**config.mk**
```make
export PLATFORM = sky130hd
export DESIGN_NAME = shelf_rect_allocator_with_grow_unit
export DESIGN_NICKNAME = d
export VERILOG_FILES = /design/src/hdl/sra_pkg.sv /design/src/hdl/sra_ctrl.sv /design/src/hdl/sra_datapath.sv /design/src/hdl/shelf_rect_allocator_with_grow_unit.sv
export SDC_FILE = /design/constraint.sdc
export NUM_CORES = 1
export LEC_CHECK = 0
export BUFFER_PORTS_ARGS = -buffer_cell sky130_fd_sc_hd__buf_2
export CAP_MARGIN = 20
export CORE_UTILIZATION = 45
export DETAILED_ROUTE_END_ITERATION = 10
export GPL_TIMING_DRIVEN = 1
export SETUP_SLACK_MARGIN = 0.2
export SLEW_MARGIN = 40
export SYNTH_ARGS = -nofsm -noshare
export SYNTH_HDL_FRONTEND = slang
export SYNTH_SLANG_ARGS = --single-unit
```
**constraint.sdc**
```tcl
create_clock -name clk_i -period 14.6 [get_ports clk_i]
set_clock_uncertainty 0.2 [all_clocks]
set_input_delay 2.92 -clock clk_i [delete_from_list [all_inputs] [get_ports clk_i]]
set_output_delay 2.92 -clock clk_i [all_outputs]
set_load 0.01 [all_outputs]
```
**src/hdl/sra_pkg.sv**
```systemverilog
// ----------------------------------------------------------------------------
// Shelf rectangle allocator package
// Shared widths, codes, command and status bundles, and the side doubling
// helper used by the grow unit.
// ----------------------------------------------------------------------------
`default_nettype none

package sra_pkg;

  localparam int DIM_W     = 13;
  localparam int EXT_W     = 14;
  localparam int PAD_W     = 8;
  localparam int CNT_W     = 32;
  localparam int CFG_IDX_W = 2;

  localparam logic [EXT_W-1:0] MAX_DIM   = 14'd4096;
  localparam logic [DIM_W-1:0] ATLAS_RST = 13'd512;
  localparam logic [PAD_W-1:0] PAD_RST   = 8'd1;

  localparam logic [CFG_IDX_W-1:0] CFG_START_W = 2'd0;
  localparam logic [CFG_IDX_W-1:0] CFG_START_H = 2'd1;
  localparam logic [CFG_IDX_W-1:0] CFG_PAD     = 2'd2;

  typedef enum logic [3:0] {
    S_IDLE,
    S_PREP,
    S_FIT,
    S_GROW_INIT,
    S_GROW_STEP,
    S_GROW_END,
    S_PLACE_X,
    S_PLACE_Y,
    S_DONE
  } state_e;

  typedef enum logic [1:0] {
    ST_PLACED  = 2'd0,
    ST_INVALID = 2'd1,
    ST_NOFIT   = 2'd2
  } status_e;

  typedef enum logic [1:0] {
    PASS_FIRST,
    PASS_RETRY,
    PASS_FINAL
  } pass_e;

  typedef struct packed {
    logic    load_req;
    logic    prep;
    logic    grow_init;
    logic    grow_step;
    logic    grow_apply;
    logic    evict;
    logic    place_x;
    logic    place_y;
    logic    out_load;
    status_e out_status;
  } cmd_t;

  typedef struct packed {
    logic invalid;
    logic fits;
    logic grow_more;
    logic grow_ok;
    logic place_ok;
  } sts_t;

  // Doubles one atlas side, capped at the largest side.
  function automatic logic [DIM_W-1:0] dbl_dim(logic [DIM_W-1:0] n);
    logic [EXT_W-1:0] d;
    d = {n, 1'b0};
    if (d > MAX_DIM) begin
      dbl_dim = MAX_DIM[DIM_W-1:0];
    end else begin
      dbl_dim = d[DIM_W-1:0];
    end
  endfunction

endpackage

`default_nettype wire

```
**src/hdl/sra_ctrl.sv**
```systemverilog
// ----------------------------------------------------------------------------
// Shelf rectangle allocator controller
// Sequences one request through size check, grow, shelf placement, evict
// and result hand-off, and owns the channel handshakes.
// ----------------------------------------------------------------------------
`default_nettype none

module sra_ctrl
  import sra_pkg::*;
(
  input  wire  clk_i,
  input  wire  rst_ni,
  input  wire  in_valid_i,
  output logic in_ready_o,
  output logic out_valid_o,
  input  wire  out_ready_i,
  input  sts_t sts_i,
  output cmd_t cmd_o
);

  state_e  state_q, state_d;
  pass_e   pass_q, pass_d;
  status_e status_q, status_d;
  logic    out_valid_q, out_valid_d;
  logic    slot_free;

  assign slot_free   = !out_valid_q || out_ready_i;
  assign in_ready_o  = (state_q == S_IDLE);
  assign out_valid_o = out_valid_q;

  always_comb begin
    state_d  = state_q;
    pass_d   = pass_q;
    status_d = status_q;
    case (state_q)
      S_IDLE: begin
        if (in_valid_i) begin
          state_d = S_PREP;
          pass_d  = PASS_FIRST;
        end
      end
      S_PREP: begin
        state_d = S_FIT;
      end
      S_FIT: begin
        if (sts_i.invalid) begin
          status_d = ST_INVALID;
          state_d  = S_DONE;
        end else if (sts_i.fits) begin
          state_d = S_PLACE_X;
        end else begin
          state_d = S_GROW_INIT;
        end
      end
      S_GROW_INIT: begin
        state_d = S_GROW_STEP;
      end
      S_GROW_STEP: begin
        if (!sts_i.grow_more) begin
          state_d = S_GROW_END;
        end
      end
      S_GROW_END: begin
        if (pass_q == PASS_FIRST) begin
          if (sts_i.grow_ok) begin
            state_d = S_PLACE_X;
          end else begin
            status_d = ST_NOFIT;
            state_d  = S_DONE;
          end
        end else begin
          pass_d  = PASS_FINAL;
          state_d = S_PLACE_X;
        end
      end
      S_PLACE_X: begin
        state_d = S_PLACE_Y;
      end
      S_PLACE_Y: begin
        if (sts_i.place_ok) begin
          status_d = ST_PLACED;
          state_d  = S_DONE;
        end else if (pass_q == PASS_FIRST) begin
          pass_d  = PASS_RETRY;
          state_d = S_GROW_INIT;
        end else begin
          status_d = ST_NOFIT;
          state_d  = S_DONE;
        end
      end
      S_DONE: begin
        if (slot_free) begin
          state_d = S_IDLE;
        end
      end
      default: begin
        state_d = S_IDLE;
      end
    endcase
  end

  always_comb begin
    cmd_o            = '0;
    cmd_o.out_status = status_q;
    case (state_q)
      S_IDLE: begin
        cmd_o.load_req = in_valid_i;
      end
      S_PREP: begin
        cmd_o.prep = 1'b1;
      end
      S_GROW_INIT: begin
        cmd_o.grow_init = 1'b1;
      end
      S_GROW_STEP: begin
        cmd_o.grow_step = sts_i.grow_more;
      end
      S_GROW_END: begin
        cmd_o.grow_apply = sts_i.grow_ok;
        cmd_o.evict      = (pass_q != PASS_FIRST) && !sts_i.grow_ok;
      end
      S_PLACE_X: begin
        cmd_o.place_x = 1'b1;
      end
      S_PLACE_Y: begin
        cmd_o.place_y = 1'b1;
      end
      S_DONE: begin
        cmd_o.out_load = slot_free;
      end
      default: begin
        cmd_o.load_req = 1'b0;
      end
    endcase
  end

  always_comb begin
    out_valid_d = out_valid_q;
    if (cmd_o.out_load) begin
      out_valid_d = 1'b1;
    end else if (out_ready_i) begin
      out_valid_d = 1'b0;
    end
  end

  always_ff @(posedge clk_i or negedge rst_ni) begin
    if (!rst_ni) begin
      state_q     <= S_IDLE;
      pass_q      <= PASS_FIRST;
      status_q    <= ST_PLACED;
      out_valid_q <= 1'b0;
    end else begin
      state_q     <= state_d;
      pass_q      <= pass_d;
      status_q    <= status_d;
      out_valid_q <= out_valid_d;
    end
  end

`ifndef SYNTH
  a_accept_to_prep: assert property (@(posedge clk_i) disable iff (!rst_ni)
    (in_valid_i && in_ready_o) |=> (state_q == S_PREP))
    else $error("accepted item did not start preparation");

  a_no_grow_and_evict: assert property (@(posedge clk_i) disable iff (!rst_ni)
    !(cmd_o.grow_apply && cmd_o.evict))
    else $error("grow and evict in the same cycle");

  a_load_slot_free: assert property (@(posedge clk_i) disable iff (!rst_ni)
    cmd_o.out_load |-> (!out_valid_q || out_ready_i))
    else $error("result overwrote an item not yet taken");

  a_final_no_grow: assert property (@(posedge clk_i) disable iff (!rst_ni)
    (state_q == S_GROW_INIT) |-> (pass_q != PASS_FINAL))
    else $error("grow started after the final placement attempt");

  a_evict_then_place: assert property (@(posedge clk_i) disable iff (!rst_ni)
    cmd_o.evict |=> (state_q == S_PLACE_X) && (pass_q == PASS_FINAL))
    else $error("evict not followed by the final placement");
`endif

endmodule

`default_nettype wire

```
**src/hdl/sra_datapath.sv**
```systemverilog
// ----------------------------------------------------------------------------
// Shelf rectangle allocator datapath
// Atlas size, shelf cursors, counters, the iterative grow unit, the
// placement tests and the result register.
// ----------------------------------------------------------------------------
`default_nettype none

module sra_datapath
  import sra_pkg::*;
(
  input  wire                   clk_i,
  input  wire                   rst_ni,
  input  wire                   cfg_we_i,
  input  wire [CFG_IDX_W-1:0]   cfg_index_i,
  input  wire [DIM_W-1:0]       cfg_data_i,
  input  wire [DIM_W-1:0]       rect_width_i,
  input  wire [DIM_W-1:0]       rect_height_i,
  input  cmd_t                  cmd_i,
  output sts_t                  sts_o,
  output logic [1:0]            status_o,
  output logic [DIM_W-1:0]      place_x_o,
  output logic [DIM_W-1:0]      place_y_o,
  output logic                  grew_o,
  output logic                  evicted_o,
  output logic [DIM_W-1:0]      width_now_o,
  output logic [DIM_W-1:0]      height_now_o,
  output logic [CNT_W-1:0]      generation_now_o,
  output logic [CNT_W-1:0]      placed_total_o,
  output logic [CNT_W-1:0]      evict_total_o,
  output logic [CNT_W-1:0]      grow_total_o
);

  logic [DIM_W-1:0] aw_q, ah_q;
  logic [DIM_W-1:0] cx_q;
  logic [EXT_W-1:0] cy_q, sh_q;
  logic [PAD_W-1:0] pad_q;
  logic [CNT_W-1:0] gen_q, place_cnt_q, evict_cnt_q, grow_cnt_q;

  logic [DIM_W-1:0] w_q, h_q;
  logic [EXT_W-1:0] pw_q, ph_q;
  logic             invalid_q;
  logic [DIM_W-1:0] nw_q, nh_q;
  logic [DIM_W-1:0] px_q, py_q;
  logic             grew_q, evicted_q;

  logic             nw_lt_max, nh_lt_max, unchanged;
  logic [EXT_W:0]   x_end, y_end;
  logic             x_over;
  logic [EXT_W-1:0] pad2;
  logic [EXT_W-1:0] px_sum, py_sum;

  assign pad2      = {5'd0, pad_q, 1'b0};
  assign nw_lt_max = {1'b0, nw_q} < MAX_DIM;
  assign nh_lt_max = {1'b0, nh_q} < MAX_DIM;
  assign unchanged = (nw_q == aw_q) && (nh_q == ah_q);
  assign x_end     = {2'b0, cx_q} + {1'b0, pw_q};
  assign y_end     = {1'b0, cy_q} + {1'b0, ph_q};
  assign x_over    = x_end > {2'b0, aw_q};
  assign px_sum    = {1'b0, cx_q} + {6'd0, pad_q};
  assign py_sum    = cy_q + {6'd0, pad_q};

  always_comb begin
    sts_o.invalid   = invalid_q;
    sts_o.fits      = (aw_q != '0) && (ah_q != '0) &&
                      (pw_q <= {1'b0, aw_q}) && (ph_q <= {1'b0, ah_q});
    sts_o.grow_more = (({1'b0, nw_q} < pw_q) || ({1'b0, nh_q} < ph_q) || unchanged) &&
                      (nw_lt_max || nh_lt_max);
    sts_o.grow_ok   = !unchanged && (pw_q <= {1'b0, nw_q}) && (ph_q <= {1'b0, nh_q});
    sts_o.place_ok  = y_end <= {2'b0, ah_q};
  end

  // Packing state, atlas size and counters.
  always_ff @(posedge clk_i or negedge rst_ni) begin
    if (!rst_ni) begin
      aw_q        <= ATLAS_RST;
      ah_q        <= ATLAS_RST;
      cx_q        <= '0;
      cy_q        <= '0;
      sh_q        <= '0;
      pad_q       <= PAD_RST;
      gen_q       <= '0;
      place_cnt_q <= '0;
      evict_cnt_q <= '0;
      grow_cnt_q  <= '0;
    end else if (cfg_we_i) begin
      if (cfg_index_i == CFG_START_W) begin
        aw_q <= cfg_data_i;
        cx_q <= '0;
        cy_q <= '0;
        sh_q <= '0;
      end else if (cfg_index_i == CFG_START_H) begin
        ah_q <= cfg_data_i;
        cx_q <= '0;
        cy_q <= '0;
        sh_q <= '0;
      end else if (cfg_index_i == CFG_PAD) begin
        pad_q <= cfg_data_i[PAD_W-1:0];
      end
    end else begin
      if (cmd_i.grow_apply) begin
        aw_q       <= nw_q;
        ah_q       <= nh_q;
        cx_q       <= '0;
        cy_q       <= '0;
        sh_q       <= '0;
        grow_cnt_q <= grow_cnt_q + 1'b1;
        gen_q      <= gen_q + 1'b1;
      end
      if (cmd_i.evict) begin
        cx_q        <= '0;
        cy_q        <= '0;
        sh_q        <= '0;
        evict_cnt_q <= evict_cnt_q + 1'b1;
        gen_q       <= gen_q + 1'b1;
      end
      if (cmd_i.place_x && x_over) begin
        cx_q <= '0;
        cy_q <= cy_q + sh_q;
        sh_q <= '0;
      end
      if (cmd_i.place_y && sts_o.place_ok) begin
        cx_q        <= x_end[DIM_W-1:0];
        place_cnt_q <= place_cnt_q + 1'b1;
        if (ph_q > sh_q) begin
          sh_q <= ph_q;
        end
      end
    end
  end

  // Request, grow unit and result registers.
  always_ff @(posedge clk_i) begin
    if (cmd_i.load_req) begin
      w_q       <= rect_width_i;
      h_q       <= rect_height_i;
      grew_q    <= 1'b0;
      evicted_q <= 1'b0;
    end
    if (cmd_i.prep) begin
      pw_q      <= {1'b0, w_q} + pad2;
      ph_q      <= {1'b0, h_q} + pad2;
      invalid_q <= (w_q == '0) || (h_q == '0);
    end
    if (cmd_i.grow_init) begin
      nw_q <= (aw_q == '0) ? DIM_W'(1) : aw_q;
      nh_q <= (ah_q == '0) ? DIM_W'(1) : ah_q;
    end
    if (cmd_i.grow_step) begin
      if ((nw_q <= nh_q) && nw_lt_max) begin
        nw_q <= dbl_dim(nw_q);
      end else if (nh_lt_max) begin
        nh_q <= dbl_dim(nh_q);
      end else begin
        nw_q <= dbl_dim(nw_q);
      end
    end
    if (cmd_i.grow_apply) begin
      grew_q <= 1'b1;
    end
    if (cmd_i.evict) begin
      evicted_q <= 1'b1;
    end
    if (cmd_i.place_y && sts_o.place_ok) begin
      px_q <= px_sum[DIM_W-1:0];
      py_q <= py_sum[DIM_W-1:0];
    end
    if (cmd_i.out_load) begin
      status_o         <= cmd_i.out_status;
      place_x_o        <= (cmd_i.out_status == ST_PLACED) ? px_q : '0;
      place_y_o        <= (cmd_i.out_status == ST_PLACED) ? py_q : '0;
      grew_o           <= grew_q;
      evicted_o        <= evicted_q;
      width_now_o      <= aw_q;
      height_now_o     <= ah_q;
      generation_now_o <= gen_q;
      placed_total_o   <= place_cnt_q;
      evict_total_o    <= evict_cnt_q;
      grow_total_o     <= grow_cnt_q;
    end
  end

endmodule

`default_nettype wire

```
**src/hdl/shelf_rect_allocator_with_grow_unit.sv**
```systemverilog
// ----------------------------------------------------------------------------
// Shelf rectangle allocator with grow
// Places padded rectangles in a texture atlas by shelf next-fit packing,
// growing the atlas by side doubling or evicting all space when needed.
//
//   Channel  Signals                               Direction
//   in       in_valid_i, in_ready_o, rect_*_i      request item in
//   out      out_valid_o, out_ready_i, *_o         result item out
//   cfg      cfg_we_i, cfg_index_i, cfg_data_i     register write in
//
// A request whose size is zero is returned as invalid after the size check.
// Each grow pass doubles one side per step, up to 24 side doublings. A request
// that fails its first placement runs a second grow pass, which grows or evicts.
// No new request is taken until the current result is loaded for hand-off.
// Reset loads a 512 by 512 atlas, padding 1, and clears all counters.
// A result waiting on out_ready_i does not block the next request; only
// its hand-off waits for the output register to free up.
// ----------------------------------------------------------------------------
`default_nettype none

module shelf_rect_allocator_with_grow_unit
  import sra_pkg::*;
(
  input  wire                   clk_i,
  input  wire                   rst_ni,
  input  wire                   cfg_we_i,
  input  wire [CFG_IDX_W-1:0]   cfg_index_i,
  input  wire [DIM_W-1:0]       cfg_data_i,
  input  wire                   in_valid_i,
  output logic                  in_ready_o,
  input  wire [DIM_W-1:0]       rect_width_i,
  input  wire [DIM_W-1:0]       rect_height_i,
  output logic                  out_valid_o,
  input  wire                   out_ready_i,
  output logic [1:0]            status_o,
  output logic [DIM_W-1:0]      place_x_o,
  output logic [DIM_W-1:0]      place_y_o,
  output logic                  grew_o,
  output logic                  evicted_o,
  output logic [DIM_W-1:0]      width_now_o,
  output logic [DIM_W-1:0]      height_now_o,
  output logic [CNT_W-1:0]      generation_now_o,
  output logic [CNT_W-1:0]      placed_total_o,
  output logic [CNT_W-1:0]      evict_total_o,
  output logic [CNT_W-1:0]      grow_total_o
);

  cmd_t cmd;
  sts_t sts;

  sra_ctrl u_ctrl (
    .clk_i       (clk_i),
    .rst_ni      (rst_ni),
    .in_valid_i  (in_valid_i),
    .in_ready_o  (in_ready_o),
    .out_valid_o (out_valid_o),
    .out_ready_i (out_ready_i),
    .sts_i       (sts),
    .cmd_o       (cmd)
  );

  sra_datapath u_datapath (
    .clk_i            (clk_i),
    .rst_ni           (rst_ni),
    .cfg_we_i         (cfg_we_i),
    .cfg_index_i      (cfg_index_i),
    .cfg_data_i       (cfg_data_i),
    .rect_width_i     (rect_width_i),
    .rect_height_i    (rect_height_i),
    .cmd_i            (cmd),
    .sts_o            (sts),
    .status_o         (status_o),
    .place_x_o        (place_x_o),
    .place_y_o        (place_y_o),
    .grew_o           (grew_o),
    .evicted_o        (evicted_o),
    .width_now_o      (width_now_o),
    .height_now_o     (height_now_o),
    .generation_now_o (generation_now_o),
    .placed_total_o   (placed_total_o),
    .evict_total_o    (evict_total_o),
    .grow_total_o     (grow_total_o)
  );

endmodule

`default_nettype wire

```
==> metrics.txt <==
# TYPE chip_impl_metric gauge
chip_impl_metric{name="clock.fmax",unit="MHz"} 184
chip_impl_metric{name="fraction_of_synthesis_flops_using_an_asynchronous_set_or_reset_pin",unit="%"} 42.0
chip_impl_metric{name="synth_mux_area_share",unit="%"} 2.92
chip_impl_info{name="yosys.area.top_type",value="sky130_fd_sc_hd__edfxtp_1"} 1
chip_impl_metric{name="yosys_warning_count",unit=""} 0
chip_impl_metric{name="synth-seq-cells",unit=""} 505
chip_impl_metric{name="holdPathStages",unit=""} 0
chip_impl_metric{name="floorplan.core_area",unit="um^2"} 54300
chip_impl_metric{name="grt_overflow_total",unit=""} 0
chip_impl_metric{name="finalSetupViolations",unit=""} 0
chip_impl_info{name="area_contributors_post_synth",value="sky130_fd_sc_hd__edfxtp_1 (32%), sky130_fd_sc_hd__dfrtp_1 (21%), sky130_fd_sc_hd__ha_1 (9.1%), sky130_fd_sc_hd__xnor2_1 (4.5%), sky130_fd_sc_hd__xor2_1 (3.0%)"} 1
chip_impl_metric{name="layout-drive-gt1-share",unit="%"} 14.9
chip_impl_metric{name="ir_worst_vdd",unit="mV"} 0.111
chip_impl_metric{name="drv.max_cap_violation_count",unit=""} 0
chip_impl_metric{name="reg2reg_depth",unit=""} 16
chip_impl_metric{name="max_slew_headroom",unit="%"} 42.0
chip_impl_metric{name="finalPower",unit="mW"} 4.66
chip_impl_metric{name="maximum_number_of_pins_on_one_net_before_global_route_repair",unit=""} 105
chip_impl_metric{name="timing.final.crit_share",unit="%"} 37.2
chip_impl_info{name="end_kind",value="flip-flop"} 1
chip_impl_metric{name="wire_per_inst",unit="um"} 20.0
chip_impl_metric{name="hold_violation_total_from_the_final_report",unit=""} 0
chip_impl_metric{name="grt_first_pass_wirelength",unit="um"} 97800
chip_impl_metric{name="layout-area-overhead-vs-synth",unit="%"} 15.3
chip_impl_metric{name="drv_slew",unit=""} 0
chip_impl_metric{name="synth_area",unit="um^2"} 24900
chip_impl_info{name="tritoncts",value="built"} 1
chip_impl_metric{name="cts_resized",unit=""} 0
chip_impl_info{name="path_cells",value="ha_1, inv_1, fa_1, nor2b_1, o2111ai_1, a31oi_1, xor2_1, ha_1, a21o_1, a21oi_1, o21ai_0, a221o_1, a221oi_1, o2111ai_1, o21ai_2, a22o_1"} 1
chip_impl_info{name="rsz0062_at_grt",value="false"} 1
chip_impl_metric{name="post_synth_and_or_nand_nor_area_fraction",unit="%"} 12.4
chip_impl_metric{name="timing.critical_path.arrival",unit="ps"} 5760
chip_impl_metric{name="hold-worst-slack",unit="ps"} 240
chip_impl_metric{name="std_cell_rows",unit=""} 85
chip_impl_info{name="cpMaxStageDelayCell",value="sky130_fd_sc_hd__o21ai_2"} 1
chip_impl_metric{name="drt_drc_violations_left",unit=""} 0
chip_impl_metric{name="synth-xor-area-share",unit="%"} 7.55
chip_impl_metric{name="ys_types",unit=""} 65
chip_impl_metric{name="layout_setup_ws",unit="ps"} 9170
chip_impl_metric{name="vias_per_cell",unit=""} 5.50
chip_impl_info{name="timing.setup.critical_path_class",value="flip-flop to flip-flop"} 1
chip_impl_metric{name="synth-adder-area-share",unit="%"} 9.69
chip_impl_metric{name="globalRouteTotalUtil",unit="%"} 22.4
chip_impl_metric{name="clock_path_buffers",unit=""} 3
chip_impl_metric{name="synth-edff-count",unit=""} 265
chip_impl_metric{name="place_ws",unit="ps"} 8820
chip_impl_info{name="min-delay-path-class",value="flip-flop to flip-flop"} 1
chip_impl_metric{name="clkSlewWorstSetupHoldPaths",unit="ps"} 60
chip_impl_metric{name="worstPathRequired",unit="ps"} 14930
chip_impl_info{name="synth_ff_type",value="sky130_fd_sc_hd__edfxtp_1"} 1
chip_impl_metric{name="power_density",unit="nW/um^2"} 162
chip_impl_metric{name="finalCriticalPeriod",unit="ps"} 5430
chip_impl_metric{name="ctsHoldBuffers",unit=""} 0
chip_impl_metric{name="synth.top_cell.area_share",unit="%"} 31.9
chip_impl_metric{name="drt_iter0_markers",unit=""} 1215
chip_impl_metric{name="port_buffers",unit=""} 231
chip_impl_info{name="synth_common_cells",value="sky130_fd_sc_hd__edfxtp_1 (265), sky130_fd_sc_hd__dfrtp_1 (209), sky130_fd_sc_hd__ha_1 (182), sky130_fd_sc_hd__inv_1 (135), sky130_fd_sc_hd__xnor2_1 (129)"} 1
chip_impl_metric{name="postCtsSetupBuffers",unit=""} 0
chip_impl_metric{name="drt_pass1_iterations",unit=""} 5
chip_impl_info{name="yosys.cell_count.top_type",value="sky130_fd_sc_hd__edfxtp_1"} 1
chip_impl_metric{name="cts-htree-levels",unit=""} 2
chip_impl_metric{name="grt_antenna_before_repair",unit=""} 0
chip_impl_info{name="startpoint_type",value="flip-flop"} 1
chip_impl_metric{name="number_of_nets_in_the_finished_design",unit=""} 2612
chip_impl_metric{name="clock_sink_count",unit=""} 505
chip_impl_metric{name="setup_tns",unit="ps"} 0
chip_impl_metric{name="post_synth_inst_count",unit=""} 2122
chip_impl_metric{name="synth_compound_gate_area_share",unit="%"} 9.14
chip_impl_metric{name="dpl.hpwl",unit="um"} 46500
chip_impl_metric{name="clk-insertion-delay-late",unit="ps"} 600
chip_impl_metric{name="routabilityCongestion",unit=""} 0.929
chip_impl_metric{name="route.antenna.remaining_nets",unit=""} 0
chip_impl_metric{name="first_global_vias",unit=""} 17004
chip_impl_metric{name="max_slew.worst_pin.slew",unit="ps"} 869
chip_impl_metric{name="chipWidth",unit="um"} 237
chip_impl_metric{name="cts_buffers",unit=""} 53
chip_impl_metric{name="chipHeight",unit="um"} 237
chip_impl_metric{name="seq_area_frac_synth",unit="%"} 55.4
chip_impl_info{name="root_buffer",value="sky130_fd_sc_hd__clkbuf_16"} 1
chip_impl_metric{name="initial_core_util",unit="%"} 45.9
chip_impl_info{name="outcome",value="finished clean"} 1
chip_impl_metric{name="route.final.wire_length",unit="um"} 63100
chip_impl_metric{name="leakagePower",unit="nW"} 12.8
chip_impl_metric{name="slowest_delay",unit="ps"} 750
chip_impl_metric{name="vias",unit=""} 17372
chip_impl_info{name="synth_top_family_by_area",value="simple AND/OR/NAND/NOR gates"} 1
chip_impl_metric{name="synth.avg_cell_area",unit="um^2"} 11.8
chip_impl_metric{name="critical_path.max_fanout",unit=""} 14
chip_impl_metric{name="io_pins",unit=""} 232
chip_impl_metric{name="syn_nets",unit=""} 2357
chip_impl_metric{name="die_area",unit="um^2"} 56400
chip_impl_metric{name="n_antenna_cell",unit=""} 0
## layer usage
metal | GRT usage, % | routed length (um) | vias up
met2 | 36.8 | 29800 | 523
li1 | - | - | 8253
met4 | 7.45 | 1790 | 0
met5 | 0 | 0 | -
met1 | 30.8 | 28200 | 8489
met3 | 2.88 | 3210 | 107
## registers in the layout, indices dropped and copies added (netlist names), 14 cells and up
name,cells
u_datapath.evict_cnt_q,32
u_datapath.pw_q,14
u_datapath.placed_total_o,32
u_datapath.grow_total_o,32
u_datapath.sh_q,14
u_datapath.cy_q,14
u_datapath.evict_total_o,32
u_datapath.ph_q,14
u_datapath.place_cnt_q,32
u_datapath.generation_now_o,32
u_datapath.grow_cnt_q,32
u_datapath.gen_q,32
## cells in the final DEF, fill, tap and decap left out, drive strengths merged, types with 24 or more instances in the layout
cell    count
a21o       24
a21oi     121
a22o       39
and2       37
and3       32
buf       250
clkbuf     77
dfrtp     209
dfxtp      28
edfxtp    265
ha        182
inv       138
mux2i      57
nand2     128
nand3      67
nand4      62
nor2      125
nor3       44
nor4       28
o21ai      73
xnor2     129
xor2       86
## final cells by class
class | count | area, um^2
clock inverters | 22 | 280
fillers | 4692 | 25600
clock buffers | 77 | 1450
inverters | 135 | 507
multi-input cells | 1432 | 10400
repair buffers | 250 | 1340
flip-flops and latches | 505 | 13800
well taps | 739 | 925
## where the power goes
group	internal, mW	switching [mW]	leakage, nW
clock network	0.782	0.564	0.841
logic	0.520	0.738	6.35
registers	1.75	0.301	5.64
## path summary, 6_finish.rpt
path / start / endpoint / slack [ps]
max in group asynchronous: rst_ni / u_datapath.cy_q[9] / 10890
worst min register to register: u_datapath.grew_q / u_datapath.grew_o / 240
worst max-delay path: u_datapath.pw_q[0] / u_datapath.sh_q[8] / 9170
min in group asynchronous: rst_ni / u_datapath.ah_q[6] / 1970
worst max register to register: u_datapath.pw_q[0] / u_datapath.sh_q[8] / 9170
worst min-delay path: u_datapath.grew_q / u_datapath.grew_o / 240
## through the flow
step | instance area, um^2 | std cells | util, %
2_1_floorplan | 24900 | 2122 | -
3_3_place_gp | 27000 | 3059 | 49.6
3_5_place_dp | 27000 | 3060 | 49.7
4_1_cts | 28700 | 3159 | 52.8
5_1_grt | 28800 | 3160 | 52.9
6_report | 28800 | 3160 | 52.9
## cells by family after synthesis
family / after synthesis
compound gates: 354
xor+xnor: 215
fa+ha+maj: 189
buf+inv: 185
flops: 505
mux: 71
simple gates: 603
## critical path, delay by kind of cell (launching register included)
| family | cells | cell delay [ps] |
|---|---|---|
| AOI/OAI and AO/OA | 10 | 3220 |
| adders and majority gates | 3 | 940 |
| DFF | 1 | 430 |
| xor gates and xnor gates | 1 | 290 |
| and+or+nand+nor | 1 | 190 |
| buffers and inverters | 1 | 70 |
No activity file was read; power rests on OpenSTA's default activity.
